## src/hdl/ble_pkg.sv

```systemverilog
// Shared types and constants for the bounded list engine.
package ble_pkg;

   localparam int CAPACITY = 256;
   localparam int IDX_W    = $clog2(CAPACITY);
   localparam int CNT_W    = IDX_W + 1;

   localparam int REQ_W    = 80;
   localparam int RSP_W    = 88;

   localparam logic [1:0] ST_OK    = 2'd0;
   localparam logic [1:0] ST_FULL  = 2'd1;
   localparam logic [1:0] ST_RANGE = 2'd2;

   localparam logic [63:0] INT_MIN_64 = 64'hFFFF_FFFF_8000_0000;

   typedef enum logic [2:0] {
      CMD_PUSH  = 3'd0,
      CMD_POP   = 3'd1,
      CMD_GET   = 3'd2,
      CMD_FIND  = 3'd3,
      CMD_MAX   = 3'd4,
      CMD_ERASE = 3'd5,
      CMD_CLEAR = 3'd6
   } cmd_type;

   typedef enum logic [2:0] {
      S_IDLE,
      S_DECODE,
      S_SCAN,
      S_FIXUP,
      S_RESP
   } state_type;

   // Controller to datapath.
   typedef struct packed {
      logic load;
      logic decode;
      logic scan;
      logic fixup;
      logic respond;
   } ctl_cmd_type;

   // Datapath to controller.
   typedef struct packed {
      logic need_scan;
      logic is_erase;
      logic scan_done;
      logic out_free;
   } dp_stat_type;

endpackage

```

## src/hdl/ble_ctrl.sv

```systemverilog
// Controller state machine for the bounded list engine.
module ble_ctrl (
   input  logic                 clock,
   input  logic                 reset,
   input  logic                 req_tvalid,
   output logic                 req_tready,
   input  ble_pkg::dp_stat_type stat,
   output ble_pkg::ctl_cmd_type ctl
);

   ble_pkg::state_type state_ff, state_in;

   always_ff @(posedge clock) begin
      if (reset) begin
         state_ff <= ble_pkg::S_IDLE;
      end else begin
         state_ff <= state_in;
      end
   end

   always_comb begin
      state_in = state_ff;
      case (state_ff)
         ble_pkg::S_IDLE: begin
            if (req_tvalid) state_in = ble_pkg::S_DECODE;
         end
         ble_pkg::S_DECODE: begin
            state_in = stat.need_scan ? ble_pkg::S_SCAN : ble_pkg::S_RESP;
         end
         ble_pkg::S_SCAN: begin
            if (stat.scan_done) begin
               state_in = stat.is_erase ? ble_pkg::S_FIXUP : ble_pkg::S_RESP;
            end
         end
         ble_pkg::S_FIXUP: begin
            state_in = ble_pkg::S_RESP;
         end
         ble_pkg::S_RESP: begin
            if (stat.out_free) state_in = ble_pkg::S_IDLE;
         end
         default: begin
            state_in = ble_pkg::S_IDLE;
         end
      endcase
   end

   always_comb begin
      ctl        = '0;
      req_tready = 1'b0;
      case (state_ff)
         ble_pkg::S_IDLE: begin
            req_tready = 1'b1;
            ctl.load   = req_tvalid;
         end
         ble_pkg::S_DECODE: ctl.decode  = 1'b1;
         ble_pkg::S_SCAN:   ctl.scan    = 1'b1;
         ble_pkg::S_FIXUP:  ctl.fixup   = 1'b1;
         ble_pkg::S_RESP:   ctl.respond = 1'b1;
         default: begin
            ctl = '0;
         end
      endcase
   end

endmodule

```

## config.mk

```make
export PLATFORM = sky130hd
export DESIGN_NAME = ble_ctrl
export DESIGN_NICKNAME = d
export VERILOG_FILES = /design/src/hdl/ble_pkg.sv /design/src/hdl/ble_ctrl.sv
export SDC_FILE = /design/constraint.sdc
export NUM_CORES = 1
export LEC_CHECK = 0
export ABC_CLOCK_PERIOD_IN_PS = 1800
export BUFFER_PORTS_ARGS = -buffer_cell sky130_fd_sc_hd__buf_2
export CAP_MARGIN = 20
export CORE_AREA = 2 2 39 41
export CTS_CLUSTER_DIAMETER = 60
export CTS_CLUSTER_SIZE = 10
export DETAILED_ROUTE_END_ITERATION = 8
export DIE_AREA = 0 0 41 43
export PLACE_DENSITY_LB_ADDON = 0.12
export SLEW_MARGIN = 20
export SYNTH_ARGS = -nofsm -noshare
export SYNTH_HDL_FRONTEND = slang
export SYNTH_SLANG_ARGS = --single-unit
```

## constraint.sdc

```tcl
create_clock -name clock -period 1.8 [get_ports clock]
set_input_delay 0.36 -clock clock [delete_from_list [all_inputs] [get_ports clock]]
set_output_delay 0.36 -clock clock [all_outputs]
set_load 0.05 [all_outputs]
```

==> results.toml <==
[sta]
max_freq_ghz = 0.626
sum_of_negative_setup_slack_ns = 0
relSlewSlack_pct = 80.8
final.min_clock_period_ns = 1.60
grt_setup_unrepaired = "false"
timing_worst_slew_pin_value_ns = 0.288
clock_skew_ns = 0.00184
post-route-period-util_pct = 88.7
finalSetupViolations = 0
timing.final.max_slew_violations = 0
final-hold-violation-count = 0
hold_ws_ns = 0.321
setup_slack_ns = 0.203

[synthesis]
list_of_most_frequent_post_synthesis_cells = "and3_1 (3), dfxtp_1 (3), inv_1 (3), nor3_1 (3)"
synth_cells = 30
synth.distinct_cells = 18
synth_area_leader_cell = "dfxtp_1"
synth_nets = 37
proportion_of_synthesized_flip_flops_having_asynchronous_set_or_reset_pct = 0
synth_top_flop_cell = "dfxtp_1"
sequential_area_share_after_synthesis_pct = 22.3
synth.yosys.warnings = 0
synth.avg_cell_area_sq_um = 8.97
postSynthRegisterBits = 3
synth.cell_area_sq_um = 269
synth-edff-count = 0
synthTopCellsByArea = "dfxtp_1 (22%), nor4b_4 (8.8%), buf_6 (8.4%)"
synthDominantCellAreaShare_pct = 22.3

[finish]
insertedDiodeCount = 0
largest_reg_flops = 3
largest_register = "state_ff"
final_cells = 59
seq_area_sq_um = 63.8
fin_area_sq_um = 370
post-route-util_pct = 26.8
net_count_reported_at_finish = 51
fillers = 157
layout-drive-gt1-share_pct = 58.1
area_growth_from_synthesis_to_final_layout_pct = 37.7
biggestRegsByFlops = "state_ff: 3 flops"
multiInputGateArea_sq_um = 189

[cts]
clkLatencyLatePin_ns = 0.23
ctsHtreeMaxLevel = 1
clk_root_buffer_cell = "clkbuf_4"
cts_buffers = 3
path_clk_slew_ns = 0.04
cts.sink_count = 3
max-clock-path-buffers = 2
post-cts-setup-buffers = 0
tritoncts = "done"

[critical_path]
criticalPathCategory = "flip-flop to output pin"
cp_launch_type = "flip-flop"
r2r_start = "state_ff[2]$_SDFFE_PP0P_"
critPathRequiredTime_ns = 1.44
critPathArrivalTime_ns = 1.24
worst_path_fanout_max = 8
worstReg2RegEnd = "state_ff[2]$_SDFFE_PP0P_"
worst-r2r-cell-count = 3
end_kind = "output pin"
cp-startpoint = "state_ff[2]$_SDFFE_PP0P_"
regToRegSetupSlack_ns = 0.64

[min_path]
min-delay-path-class = "input port to flip-flop"
hold_end = "state_ff[1]$_SDFFE_PP0P_"
hold_start = "reset"
depth_of_the_worst_hold_timing_path = 2

[global_routing]
global_route.usage.met2_pct = 12.5
grt_pass1_wl_um = 966
grt_remaining_overflow = 0
gr-usage-met3_pct = 7.85
grt_antenna_before_repair = 0
number_of_global_route_vias_before_repair = 228
grt_max_degree = 13
grt_usage_pct = 8.73
grt.busiest_layer = "met2"
use_met1_pct = 8.36

[route]
routed-via-count = 252
viasPerCell = 4.27
drtAntennaViolNets = 0
drt_iter0_drc = 2
route.final.wire_length_um = 615
detail_route.wl_per_cell_um = 10.4
drtPass1Iterations = 2
drcViolationCount = 0

[die]
die_area_sq_um = 1760
coreArea_sq_um = 1380
die_width_um = 41
ios = 13
die_h_um = 43
floorplan.initialDensity_pct = 19.4
num_rows = 14

[placed_design]
post_dp_cell_area_sq_um = 340
dp.cells = 55
buffers_on_ports = 12
dp_hpwl_um = 452
dp_worst_setup_slack_ns = 0.261
final_estimated_routing_congestion_in_global_placement = 0.657

[pwr]
vdd_ir_drop_max_mv = 0.535
power.static_leakage_nw = 0.160
report.power.total_mw = 0.431
power_per_cell_area_nw_per_um2 = 1160

[outcome]
outcome = "finished, final reports clean"

[job]
cap_viol_max_count = 0
[kinds of logic after synthesis]
family,after synthesis,share of synthesized area [%]
AOI/OAI and AO/OA,6,19.5
buffers and inverters,6,15.3
DFF,3,22.3
muxes,2,7.44
and+or+nand+nor,13,35.3
[power breakdown]
part	switching [mW]	leakage, nW	internal (mW)
logic	0.126	0.119	0.0640
clock network	0.0358	0.0150	0.0831
registers	0.0420	0.0258	0.0802
total	0.204	0.160	0.227
[critical path, cell delays in order (launching register included)]
cell	delay (ns)
dfxtp_2	0.48
inv_1	0.13
and3_1	0.19
buf_2	0.20
[how the worst max path moves through the flow]
stage / end / slack (ns) / cells after the start
global placement: ctl[1] / 0.28 / 3
finish: ctl[3] / 0.20 / 3
global route: ctl[1] / 0.12 / 3
CTS: ctl[2] / 0.02 / 3
detailed placement: ctl[3] / 0.26 / 3
floorplan: ctl[4] / -0.01 / 3
[final cells by class]
class,count,area share [%]
timing repair buffer,12,16.2
sequential,3,17.2
tap,16,5.41
multi-input combinational,21,51.0
clock buffer,4,7.09
inverter,3,3.04
[metal layers]
metal / routed length, um / share of wire (%)
met5: 0 / 0
met2: 307 / 50
met3: 46 / 7.5
met1: 260 / 42
met4: 0 / 0
[cell usage in the layout, fill, tap and decap left out]
cell,synthesis,final
nor4b_4,1,1
nor3b_2,1,1
clkbuf_1,0,1
nor2_1,2,2
nor3_4,0,1
and2_1,1,1
inv_1,3,3
clkbuf_4,0,3
and3_1,3,3
a211o_1,1,1
a221oi_2,1,1
a31oi_1,1,1
nand2b_1,1,1
nand3_1,1,1
mux2i_1,2,2
dfxtp_2,0,3
a211oi_2,1,1
a21oi_1,2,2
nor3_2,0,2
buf_2,0,12
[repair_timing]
| item | CTS | global route |
|---|---|---|
| hold buffers | 0 | 0 |
| resized for setup | 1 | 2 |
| pin swaps | 0 | 0 |
| setup endpoints to repair | 2 | 3 |
No activity file was read; power rests on OpenSTA's default activity.
